[config.mk]
export PLATFORM = sky130hd
export DESIGN_NAME = tile_pipeline_slot_sequencer
export DESIGN_NICKNAME = d
export VERILOG_FILES = /design/src/hw/rtl/tpss_pkg.sv /design/src/hw/rtl/tile_pipeline_slot_sequencer.sv /design/src/hw/rtl/tpss_slot_mem.sv
export SDC_FILE = /design/constraint.sdc
export NUM_CORES = 2
export LEC_CHECK = 0
export BUFFER_PORTS_ARGS = -buffer_cell sky130_fd_sc_hd__buf_2
export CAP_MARGIN = 20
export CORE_MARGIN = 3
export CORE_UTILIZATION = 35
export CTS_CLUSTER_DIAMETER = 150
export CTS_CLUSTER_SIZE = 40
export DETAILED_ROUTE_END_ITERATION = 12
export PLACE_DENSITY_LB_ADDON = 0.1
export SLEW_MARGIN = 40
export SYNTH_ARGS = -nofsm -noshare
export SYNTH_HDL_FRONTEND = slang
export SYNTH_SLANG_ARGS = --single-unit
[constraint.sdc]
create_clock -name clock -period 31.6 [get_ports clock]
set_input_delay 1.58 -clock clock [delete_from_list [all_inputs] [get_ports clock]]
set_output_delay 1.58 -clock clock [all_outputs]
set_load 0.05 [all_outputs]
[src/hw/rtl/tpss_pkg.sv]
// ----------------------------------------------------------------------------
// Tile pipeline slot sequencer package
// Shared types, stage codes and constants.
// ----------------------------------------------------------------------------
package tpss_pkg;

   localparam int MAX_SLOTS_DEF = 8;
   localparam int BUS_BYTES_DEF = 32;

   typedef enum logic [2:0] {
      STG_IDLE  = 3'd0,
      STG_PRE   = 3'd1,
      STG_COMP  = 3'd2,
      STG_STORE = 3'd3,
      STG_DONE  = 3'd4
   } stage_type;

   typedef enum logic [1:0] {
      CSR_SLOTS      = 2'd0,
      CSR_LOAD_OVLP  = 2'd1,
      CSR_STORE_OVLP = 2'd2
   } csr_index_type;

   typedef enum logic [2:0] {
      SEQ_IDLE,
      SEQ_SEARCH,
      SEQ_READ,
      SEQ_STEP,
      SEQ_COUNT,
      SEQ_OUT
   } seq_state_type;

   typedef struct packed {
      logic        req_type;
      logic        has_load;
      logic [31:0] load_bytes;
      logic        has_store;
      logic [31:0] store_bytes;
      logic [31:0] work_cycles;
      logic [7:0]  load_done_mask;
      logic [7:0]  store_done_mask;
   } req_type_t_type;

   typedef struct packed {
      logic        status;
      logic [31:0] tile_number;
      logic [2:0]  slot_taken;
      logic [3:0]  advance_count;
      logic [7:0]  store_start_mask;
      logic [3:0]  free_slot_count;
      logic [3:0]  tiles_in_flight;
      logic [31:0] tiles_finished;
      logic [47:0] saved_cycles;
      logic [47:0] serial_total;
      logic [47:0] piped_total;
      logic [31:0] reject_count;
   } rsp_type;

   // One slot record as kept in the slot memory.
   typedef struct packed {
      logic [47:0] deadline;
      logic [31:0] work;
      logic [31:0] load_beats;
      logic [31:0] store_beats;
      logic        has_load;
      logic        has_store;
   } slot_rec_type;

   // Memory access request from the sequencer.
   typedef struct packed {
      logic         wr_en;
      logic [2:0]   wr_addr;
      slot_rec_type wr_data;
      logic [2:0]   rd_addr;
   } mem_req_type;

endpackage

[src/hw/rtl/tile_pipeline_slot_sequencer.sv]
// ----------------------------------------------------------------------------
// Tile pipeline slot sequencer
// One item is worked on at a time: a submit searches the slot stages for a
// free slot and writes its record into the slot memory, and a tick walks the
// slot memory, reading and then stepping each slot in turn.
// Reset (synchronous) idles all slots, clears counters and loads register
// defaults; slot records are undefined until written. No clearing pass.
// ----------------------------------------------------------------------------
module tile_pipeline_slot_sequencer #(
   parameter int MAX_SLOTS = tpss_pkg::MAX_SLOTS_DEF,
   parameter int BUS_BYTES = tpss_pkg::BUS_BYTES_DEF
) (
   input  logic                     clock,
   input  logic                     reset,
   input  logic                     req_valid,
   output logic                     req_stall,
   input  tpss_pkg::req_type_t_type req_data,
   output logic                     rsp_valid,
   input  logic                     rsp_stall,
   output tpss_pkg::rsp_type        rsp_data,
   input  logic                     csr_valid,
   output logic                     csr_ready,
   input  logic [1:0]               csr_index,
   input  logic [31:0]              csr_data
);

   localparam int SW = 3;

   tpss_pkg::seq_state_type state_ff, state_in;
   tpss_pkg::req_type_t_type req_ff;
   tpss_pkg::stage_type stage_ff [8];
   tpss_pkg::stage_type stage_in [8];
   logic [3:0]  slots_cfg_ff;
   logic        lov_ff, sov_ff;
   logic [3:0]  idx_ff, idx_in;
   logic [47:0] cycle_ff, sum_comp_ff, sum_load_ff, sum_store_ff;
   logic [47:0] ov_load_ff, ov_store_ff, serial_ff, stalled_ff;
   logic [31:0] next_num_ff, done_ff, rej_ff;
   logic [3:0]  active_ff;
   logic [3:0]  adv_ff;
   logic [7:0]  smask_ff;
   logic        rsp_valid_ff;
   tpss_pkg::rsp_type rsp_ff;
   tpss_pkg::mem_req_type mem_req;
   tpss_pkg::slot_rec_type rd_data;
   logic [3:0]  n_used;
   logic [31:0] lb, sb;
   logic [47:0] lc, sc;
   logic [3:0]  freec;

   tpss_slot_mem #(.MAX_SLOTS(MAX_SLOTS)) u_mem (
      .clock  (clock),
      .mem_req(mem_req),
      .rd_data(rd_data)
   );

   always_comb begin
      n_used = slots_cfg_ff;
      if (n_used == 4'd0) n_used = 4'd1;
      if (n_used > 4'(MAX_SLOTS)) n_used = 4'(MAX_SLOTS);
      lb = req_ff.load_bytes / BUS_BYTES;
      sb = req_ff.store_bytes / BUS_BYTES;
      lc = req_ff.has_load ? {16'd0, lb} : 48'd1;
      sc = req_ff.has_store ? {16'd0, sb} : 48'd1;
      freec = '0;
      for (int i = 0; i < 8; i++) begin
         if (4'(i) < n_used &&
             (stage_ff[i] == tpss_pkg::STG_IDLE || stage_ff[i] == tpss_pkg::STG_DONE))
            freec = freec + 4'd1;
      end
   end

   assign req_stall = (state_ff != tpss_pkg::SEQ_IDLE) || rsp_valid_ff;
   assign csr_ready = (state_ff == tpss_pkg::SEQ_IDLE);
   assign rsp_valid = rsp_valid_ff;
   assign rsp_data  = rsp_ff;

   // Next state, slot stages, memory address and write for the current step.
   always_comb begin
      mem_req = '0;
      mem_req.rd_addr = idx_ff[SW-1:0];
      mem_req.wr_addr = idx_ff[SW-1:0];
      mem_req.wr_data = rd_data;
      idx_in = idx_ff;
      state_in = state_ff;
      for (int i = 0; i < 8; i++) stage_in[i] = stage_ff[i];
      unique case (state_ff)
         tpss_pkg::SEQ_IDLE: begin
            idx_in = '0;
            if (req_valid && !req_stall)
               state_in = req_data.req_type ? tpss_pkg::SEQ_READ : tpss_pkg::SEQ_SEARCH;
         end
         tpss_pkg::SEQ_SEARCH: begin
            if (idx_ff >= n_used) begin
               state_in = tpss_pkg::SEQ_COUNT;
            end else if (stage_ff[idx_ff[SW-1:0]] == tpss_pkg::STG_IDLE ||
                         stage_ff[idx_ff[SW-1:0]] == tpss_pkg::STG_DONE) begin
               mem_req.wr_en = 1'b1;
               mem_req.wr_data.work = req_ff.work_cycles;
               mem_req.wr_data.load_beats = lb;
               mem_req.wr_data.store_beats = sb;
               mem_req.wr_data.has_load = req_ff.has_load;
               mem_req.wr_data.has_store = req_ff.has_store;
               if (n_used != 4'd1 && lov_ff && done_ff == 32'd0 && !req_ff.has_load) begin
                  stage_in[idx_ff[SW-1:0]] = tpss_pkg::STG_COMP;
                  mem_req.wr_data.deadline = cycle_ff + {16'd0, req_ff.work_cycles};
               end else begin
                  stage_in[idx_ff[SW-1:0]] = tpss_pkg::STG_PRE;
                  mem_req.wr_data.deadline = cycle_ff + lc;
               end
               state_in = tpss_pkg::SEQ_COUNT;
            end else begin
               idx_in = idx_ff + 4'd1;
            end
         end
         tpss_pkg::SEQ_READ: begin
            if (idx_ff >= n_used) state_in = tpss_pkg::SEQ_OUT;
            else state_in = tpss_pkg::SEQ_STEP;
         end
         tpss_pkg::SEQ_STEP: begin
            unique case (stage_ff[idx_ff[SW-1:0]])
               tpss_pkg::STG_PRE: begin
                  if (!rd_data.has_load || req_ff.load_done_mask[idx_ff[SW-1:0]]) begin
                     stage_in[idx_ff[SW-1:0]] = tpss_pkg::STG_COMP;
                     mem_req.wr_en = 1'b1;
                     mem_req.wr_data.deadline = cycle_ff + {16'd0, rd_data.work};
                  end
               end
               tpss_pkg::STG_COMP: begin
                  if (cycle_ff >= rd_data.deadline)
                     stage_in[idx_ff[SW-1:0]] = tpss_pkg::STG_STORE;
               end
               tpss_pkg::STG_STORE: begin
                  if (!rd_data.has_store || req_ff.store_done_mask[idx_ff[SW-1:0]])
                     stage_in[idx_ff[SW-1:0]] = tpss_pkg::STG_DONE;
               end
               default: ;
            endcase
            idx_in = idx_ff + 4'd1;
            mem_req.rd_addr = idx_in[SW-1:0];
            state_in = tpss_pkg::SEQ_READ;
         end
         tpss_pkg::SEQ_COUNT: state_in = tpss_pkg::SEQ_OUT;
         tpss_pkg::SEQ_OUT:   state_in = tpss_pkg::SEQ_IDLE;
         default: state_in = tpss_pkg::SEQ_IDLE;
      endcase
   end

   always_ff @(posedge clock) begin
      if (reset) begin
         state_ff <= tpss_pkg::SEQ_IDLE;
         idx_ff <= '0;
         for (int i = 0; i < 8; i++) stage_ff[i] <= tpss_pkg::STG_IDLE;
      end else begin
         state_ff <= state_in;
         idx_ff <= idx_in;
         for (int i = 0; i < 8; i++) stage_ff[i] <= stage_in[i];
      end
   end

   always_ff @(posedge clock) begin
      if (state_ff == tpss_pkg::SEQ_IDLE && req_valid && !req_stall) req_ff <= req_data;
   end

   // Control registers, counters and result register.
   always_ff @(posedge clock) begin
      if (reset) begin
         slots_cfg_ff <= 4'd2;
         lov_ff <= 1'b1;
         sov_ff <= 1'b1;
         cycle_ff <= '0; sum_comp_ff <= '0; sum_load_ff <= '0; sum_store_ff <= '0;
         ov_load_ff <= '0; ov_store_ff <= '0; serial_ff <= '0; stalled_ff <= '0;
         next_num_ff <= '0; done_ff <= '0; rej_ff <= '0; active_ff <= '0;
         adv_ff <= '0; smask_ff <= '0;
         rsp_valid_ff <= 1'b0;
         rsp_ff <= '0;
      end else begin
         if (rsp_valid_ff && !rsp_stall) rsp_valid_ff <= 1'b0;
         if (csr_valid && csr_ready) begin
            case (csr_index)
               tpss_pkg::CSR_SLOTS:      slots_cfg_ff <= csr_data[3:0];
               tpss_pkg::CSR_LOAD_OVLP:  lov_ff <= csr_data[0];
               tpss_pkg::CSR_STORE_OVLP: sov_ff <= csr_data[0];
               default: ;
            endcase
         end
         case (state_ff)
            tpss_pkg::SEQ_IDLE: begin
               // The result register holds until the next input transfer.
               if (req_valid && !req_stall) begin
                  adv_ff <= '0;
                  smask_ff <= '0;
                  rsp_ff <= '0;
                  if (req_data.req_type) cycle_ff <= cycle_ff + 48'd1;
               end
            end
            tpss_pkg::SEQ_SEARCH: begin
               if (idx_ff >= n_used) begin
                  serial_ff <= serial_ff + lc + {16'd0, req_ff.work_cycles} + sc;
                  rej_ff <= rej_ff + 32'd1;
                  stalled_ff <= stalled_ff + {16'd0, req_ff.work_cycles};
                  rsp_ff.status <= 1'b1;
               end else if (stage_ff[idx_ff[SW-1:0]] == tpss_pkg::STG_IDLE ||
                            stage_ff[idx_ff[SW-1:0]] == tpss_pkg::STG_DONE) begin
                  serial_ff <= serial_ff + lc + {16'd0, req_ff.work_cycles} + sc;
                  if (req_ff.has_load) sum_load_ff <= sum_load_ff + {16'd0, lb};
                  if (active_ff < 4'd15) active_ff <= active_ff + 4'd1;
                  rsp_ff.tile_number <= next_num_ff;
                  rsp_ff.slot_taken <= idx_ff[SW-1:0];
                  next_num_ff <= next_num_ff + 32'd1;
               end
            end
            tpss_pkg::SEQ_STEP: begin
               unique case (stage_ff[idx_ff[SW-1:0]])
                  tpss_pkg::STG_PRE: begin
                     if (!rd_data.has_load || req_ff.load_done_mask[idx_ff[SW-1:0]]) begin
                        sum_comp_ff <= sum_comp_ff + {16'd0, rd_data.work};
                        if (active_ff >= 4'd2 && lov_ff && rd_data.has_load)
                           ov_load_ff <= ov_load_ff + {16'd0, rd_data.load_beats};
                        adv_ff <= adv_ff + 4'd1;
                     end
                  end
                  tpss_pkg::STG_COMP: begin
                     if (cycle_ff >= rd_data.deadline) begin
                        if (rd_data.has_store) begin
                           smask_ff[idx_ff[SW-1:0]] <= 1'b1;
                           sum_store_ff <= sum_store_ff + {16'd0, rd_data.store_beats};
                        end
                        adv_ff <= adv_ff + 4'd1;
                     end
                  end
                  tpss_pkg::STG_STORE: begin
                     if (!rd_data.has_store || req_ff.store_done_mask[idx_ff[SW-1:0]]) begin
                        if (active_ff > 4'd0) active_ff <= active_ff - 4'd1;
                        done_ff <= done_ff + 32'd1;
                        if (active_ff >= 4'd2 && sov_ff && rd_data.has_store)
                           ov_store_ff <= ov_store_ff + {16'd0, rd_data.store_beats};
                        adv_ff <= adv_ff + 4'd1;
                     end
                  end
                  default: ;
               endcase
            end
            tpss_pkg::SEQ_OUT: begin
               rsp_valid_ff <= 1'b1;
               rsp_ff.advance_count <= adv_ff;
               rsp_ff.store_start_mask <= smask_ff;
               rsp_ff.free_slot_count <= freec;
               rsp_ff.tiles_in_flight <= active_ff;
               rsp_ff.tiles_finished <= done_ff;
               rsp_ff.saved_cycles <= ov_load_ff + ov_store_ff;
               rsp_ff.serial_total <= serial_ff;
               rsp_ff.piped_total <= sum_comp_ff + (sum_load_ff - ov_load_ff)
                                     + (sum_store_ff - ov_store_ff);
               rsp_ff.reject_count <= rej_ff;
            end
            default: ;
         endcase
      end
   end

`ifndef SYNTHESIS
   a_no_accept_busy: assert property (@(posedge clock) disable iff (reset)
      (state_ff != tpss_pkg::SEQ_IDLE) |-> req_stall)
      else $error("input taken while busy");
   a_rsp_after_out: assert property (@(posedge clock) disable iff (reset)
      (state_ff == tpss_pkg::SEQ_OUT) |=> rsp_valid)
      else $error("result not raised");
   a_idle_bound: assert property (@(posedge clock) disable iff (reset)
      (state_ff == tpss_pkg::SEQ_OUT) |=> (state_ff == tpss_pkg::SEQ_IDLE))
      else $error("sequencer did not return to idle");
`endif

endmodule

[src/hw/rtl/tpss_slot_mem.sv]
// ----------------------------------------------------------------------------
// Slot record memory
// Synchronous memory of slot records, one write and one registered read.
// ----------------------------------------------------------------------------
module tpss_slot_mem #(
   parameter int MAX_SLOTS = tpss_pkg::MAX_SLOTS_DEF
) (
   input  logic                  clock,
   input  tpss_pkg::mem_req_type mem_req,
   output tpss_pkg::slot_rec_type rd_data
);

   tpss_pkg::slot_rec_type mem_ff [MAX_SLOTS];

   always_ff @(posedge clock) begin
      if (mem_req.wr_en) begin
         mem_ff[mem_req.wr_addr] <= mem_req.wr_data;
      end
      rd_data <= mem_ff[mem_req.rd_addr];
   end

endmodule
Word-level counts from Yosys, hierarchy flattened
Memories as Yosys holds them, arrays and structs flattened. A register that Yosys moved wholly into a read port is not among the register bits.
Index checks and enable logic that the tools add are counted.
- input bits: 154
- word-level logic and storage cells: 323
- ROM bits: 0
- register bits: 840
- latch bits: 0
- bits in writable memories: 1192
- memories: 2
- memories (memory ; depth ; bits a word ; rd ports ; clocked after memory_dff ; write ports ; RTL line ; source):
    u_mem.mem_ff ; 8 ; 146 ; 1 ; 1 ; 1 ; tpss_slot_mem.sv:13 ; tpss_pkg::slot_rec_type mem_ff [MAX_SLOTS];
    stage_ff ; 8 ; 3 ; 9 ; 1 ; 8 ; tile_pipeline_slot_sequencer.sv:31 ; tpss_pkg::stage_type stage_ff [8];
- $add $sub $neg: 31
- muxes and demuxes: 93
- $mul: 0
- divide/modulo/power cells: 0
- reductions and logical operators: 81
- shift operators: 0
- $lt $le $gt $ge: 18
- bitwise gates (word level): 23
- equality and inequality tests: 37
- operator list (operator ; count):
    $pmux 228 s2 ; 1
    $add 48x32->48 ; 7
    $mux 146 ; 2
    $mux 264 ; 1
    $mux 48 ; 5
    $add 48x27->48 ; 4
    $add 48x48->48 ; 3
    $mux 24 ; 6
    $mux 98 ; 1
    $add 32x1->32 const B ; 3
    $pmux 48 s2 ; 1
    $sub 48x48->48 ; 2
    $mux 4 ; 21
    $pmux 24 s3 ; 1
    $pmux 36 s2 ; 1
    $mux 35 ; 2
    $mux 27 ; 2
    $add 48x1->48 const B ; 1
    $and 16x16->16 ; 3
    $ge 48x48->1 ; 1
    $mux 3 ; 16
    $not 16->16 ; 3
    $pmux 24 s2 ; 1
    $add 4x1->4 const B ; 10
    56 further kinds ; 185

Longest topological paths before layout
- depth in word-level cells: 22
- mapped depth: 23

Modules after synthesis
From an unflattened synthesis, not the netlist that was laid out.
- cell total of the unflattened synthesis: 9099
- area total of the unflattened synthesis: 106778.7 µm²
- by module, submodules not included (module ; instances ; cells an instance ; area each (µm²)):
    tile_pipeline_slot_sequencer ; 1 ; 7253 ; 59427.0
    tpss_slot_mem ; 1 ; 1846 ; 47351.7

Worst setup path after synthesis
No wires, ideal clock.
- kind: flip-flop to flip-flop
- start: register idx_ff[0]
- end: memory u_mem.mem_ff[0][0] (netlist name) (enable)
- path buffers: 3
- arrival time: 16402 ps
- path slack: 14190 ps
- stages on the path, launching flop included: 12
- period minus slack after synthesis: 17410 ps
- data required time: 30591 ps
- cell sequence: dfxtp_1 buf_1 inv_1 ha_1 nand2b_1 a21o_1 a21o_1 a2111oi_4 nor2_1 clkbuf_1 clkbuf_1 nor4_1
- cells in the longest elaborated chain, start to end: 8
- RTL lines (item ; RTL line ; source):
    from (decl) ; tile_pipeline_slot_sequencer.sv:35 ; logic [3:0] idx_ff, idx_in;
    from (signal assigned) ; tile_pipeline_slot_sequencer.sv:156 ; idx_ff <= idx_in;
    $bmux 1 s3 ; tile_pipeline_slot_sequencer.sv:123 ; if (!rd_data.has_load || req_ff.load_done_mask[idx_ff[SW-1:0]]) begin
    $mux 1 (implied by the code) ; tile_pipeline_slot_sequencer.sv:123 ;
    $logic_or 1x1->1 ; tile_pipeline_slot_sequencer.sv:123 ;
    $mux 1 ; tile_pipeline_slot_sequencer.sv:123 ;
    $mux 1 ; tile_pipeline_slot_sequencer.sv:121 ; unique case (stage_ff[idx_ff[SW-1:0]])
    $pmux 1 s2 ; tile_pipeline_slot_sequencer.sv:87 ; unique case (state_ff)
    $mux 1 ; tpss_slot_mem.sv:16 ; if (mem_req.wr_en) begin
    $mux 1 (implied by the code) ; tpss_slot_mem.sv:17 ; mem_ff[mem_req.wr_addr] <= mem_req.wr_data;
    to (decl) ; tpss_slot_mem.sv:13 ;
Parallel ways exist; a longest one is shown, timed or not. The select of a mux whose other input is x is not followed.

==> results by group <==
Floorplan
  – CORE AREA: 301000 sq um
  – Initial Utilization: between 30% and 40%
  – # rows: between 200 and 250
  – Chip height: 558 um
  – Die X: 558 um
  – I/O pin cnt: 421
  – Die area: between 300000 and 400000 sq um

Yosys
  – Synth cell types: around 100
  – #FFs+latches synth: 2171
  – Sequential-to-total area share from yosys stat: about 53%
  – Synth top area share: roughly 36%
  – Top post-synthesis cells by area: edfxtp_1 36%, dfxtp_1 17%, mux4_2 6.3%
  – Syn avg cell area: 11.7 sq um
  – Top post-synthesis cells by count: 1272 x edfxtp_1, 1061 x nand2_1, 899 x dfxtp_1
  – Post-synth design cell area: 107000 sq um
  – Syn nets: a little under 10000
  – Most frequent cell after synthesis: edfxtp_1
  – Syn Inst Count: 9110
  – Ys async rst share: 0%
  – Ys flop type: edfxtp_1
  – Post-synth EDFFs: approximately 1300
  – Yosys warns: 0
  – Largest area contributor in the netlist: edfxtp_1

Timing
  – RSZ-0062 raised after global routing: false
  – Fin Clk Skew: around 0.063 ns
  – Period utilization: approximately a fifth
  – Final hold vios: 0
  – Worst Tran Pin Value: 0.966 ns
  – Fin crit period: 6.49 ns
  – Max-slew headroom: 35.4%
  – Setup TNS: 0 ns
  – Final count of pins violating max slew: 0
  – Peak Freq: roughly 150 MHz
  – Final setup violation count: 0

Placed design
  – RePlAce Congestion: 0.895
  – Input/output buffers: around 380
  – Dpl hpwl: 251 mm

Global route
  – Global-route wire length before repair: 505 mm
  – Grt ovf: 0
  – GRT Resource Usage Total: 22.0%
  – Vias in the first global route: 71174
  – Largest net degree at the start of global routing: 198
  – Initial antenna violation count: 23

Setup path
  – CP required: 32.03 ns
  – Crit. End Element: flop
  – Setup Crit Path Kind: flop to flop
  – Worst Path Max Fanout: 32
  – CP arrival: 6.92 ns
  – Startpoint Class: flop

Power
  – Max VDD drop: 0.0420 mV
  – Pleak: 42.9 nW
  – Cell Pwr Density: around 63 nW/um^2

Detailed routing
  – Top sig layer: met5
  – Wl on met1: about 160 mm
  – Metal3 WL: 15.9 mm
  – DRC Markers: 0
  – Post-DRT Antenna Nets: 0
  – Routed len/inst: between 20 and 30 um
  – Routed wire length: approximately 350 mm
  – Initial DRC count: 6140
  – Avg Vias per Cell: 5.46
  – Drt first pass iters: 5
  – Via count: 72599
  – Met2 wire length: 162 mm

Clocking
  – Hold bufs inserted after CTS: 0
  – Setup Fix Bufs, Post-CTS: 0
  – Post-cts resize count: 0
  – Clock Sinks: 2171
  – CTS root buf: clkbuf_16
  – Worst-skew pair later-pin latency: between 0.7 and 0.8 ns
  – Reg clk slew, reported paths: 0.15 ns
  – CTS tree: yes
  – TritonCTS Buffers: 68
  – H-tree depth: 3
  – Clk buf depth: 3

Job
  – Max Cap Viol: 0

Layout
  – Finished Core Util: 38.4%
  – Area growth from synthesis to layout: 8.53%
  – Ratio of cells with drive above 1 in the final layout: roughly 13%
  – Fin nets: 10101

Worst hold path
  – Hold WC Path Type: flop to flop

Outcome
  – Outcome: finished clean
==> critical path: stages, from the launching register on <==
cell,delay [ns]
edfxtp_1,0.39
buf_4,0.28
nor4bb_1,0.36
nand4_1,0.19
nor3_2,0.21
buf_4,0.32
buf_4,0.48
a21oi_1,0.28
ha_1,0.30
fa_1,0.46
a211oi_1,0.37
nor4_1,0.09
or2_2,0.33
o31ai_1,0.25
buf_4,0.19
a221o_1,0.25
o31a_1,0.29
nor2_1,0.21
mux2_2,0.32
a221oi_1,0.22
o21ai_0,0.31
==> logic make-up (layout without fill, tap and decap cells) <==
group,count (synthesis),count (layout),share of synthesized area [%]
compound gates,1819,1819,10.6
xor+xnor,500,500,4.13
fa+ha+maj,682,682,9.45
buf+inv,707,912,2.53
flops,2171,2171,52.8
mux,526,526,8.65
other cells,0,12,0
simple gates,2705,2705,11.9
==> cells in the final DEF, fill, tap and decap left out, types with 91 or more instances in the layout <==
cell and instances:
edfxtp_1 1272, nor2_1 547, inv_1 278, mux4_2 299, a21o_1 228, a21oi_1 731
mux2_2 164, nand3_1 383, o21ai_0 290, ha_1 478, xnor2_1 268, buf_2 382
dfxtp_1 899, nand2_1 1059, fa_1 204, and2_1 91, xor2_1 228
==> sequential cells by signal, summed over array words and instances, names as in the netlist, 48 cells and up, named ones only <==
name,count
cycle_ff,48
sum_comp_ff,48
ov_store_ff,48
sum_load_ff,48
u_mem.rd_data,146
ov_load_ff,48
u_mem.mem_ff,1168
sum_store_ff,48
rsp_data,264
serial_ff,48
req_ff,104
==> worst paths after layout <==
kind	startpoint	to	slack, ns	depth (start not counted)
worst max register to register	req_ff[113]$_DFFE_PP_	u_mem.mem_ff[5][140]$_DFFE_PP_	25.11	20
worst min register to register	rsp_data[231]$_SDFFE_PP0P_	rsp_data[231]$_SDFFE_PP0P_	0.46	2
worst max-delay path	req_ff[113]$_DFFE_PP_	u_mem.mem_ff[5][140]$_DFFE_PP_	25.11	20
worst min-delay path	rsp_data[231]$_SDFFE_PP0P_	rsp_data[231]$_SDFFE_PP0P_	0.46	2
==> layer usage <==
metal | vias up | track usage [%]
li1 | 33495 | -
met1 | 37146 | 31.6
met2 | 1736 | 35.8
met3 | 218 | 2.24
met4 | 4 | 4.92
met5 | - | 0
==> per-stage QoR <==
step                      area [sq um]  setup slack, ns  total power, mW  std cells  hold WS, ns
after floorplan                 107000            14.19             5.14       9110        0.431
after global placement          113000            25.10             5.94      13138        0.435
after detailed placement        113000            24.95             5.98      13147        0.441
after CTS                       115000            24.89             7.36      13267        0.466
after global routing            116000            24.65             7.68      13274        0.486
final                           116000            25.11             7.30      13285        0.461
==> where the power goes <==
group / internal, mW / switching (mW) / total, mW / leakage, nW
Sequential: 3.37 / 0.249 / 3.62 / 18.8
Combinational: 0.849 / 1.46 / 2.31 / 23.0
Clock: 0.455 / 0.911 / 1.37 / 1.04
Total: 4.68 / 2.62 / 7.30 / 42.9
==> area by class of cell <==
class	count	area, sq um
repair buffers	512	3300
flip-flops and latches	2171	56200
inverters	280	1060
clock buffers	105	1930
well taps	3958	4950
diodes	12	30.0
fillers	29183	186000
clock inverters	15	249
multi-input cells	6232	47900
Power figures use the tool's default switching activity.
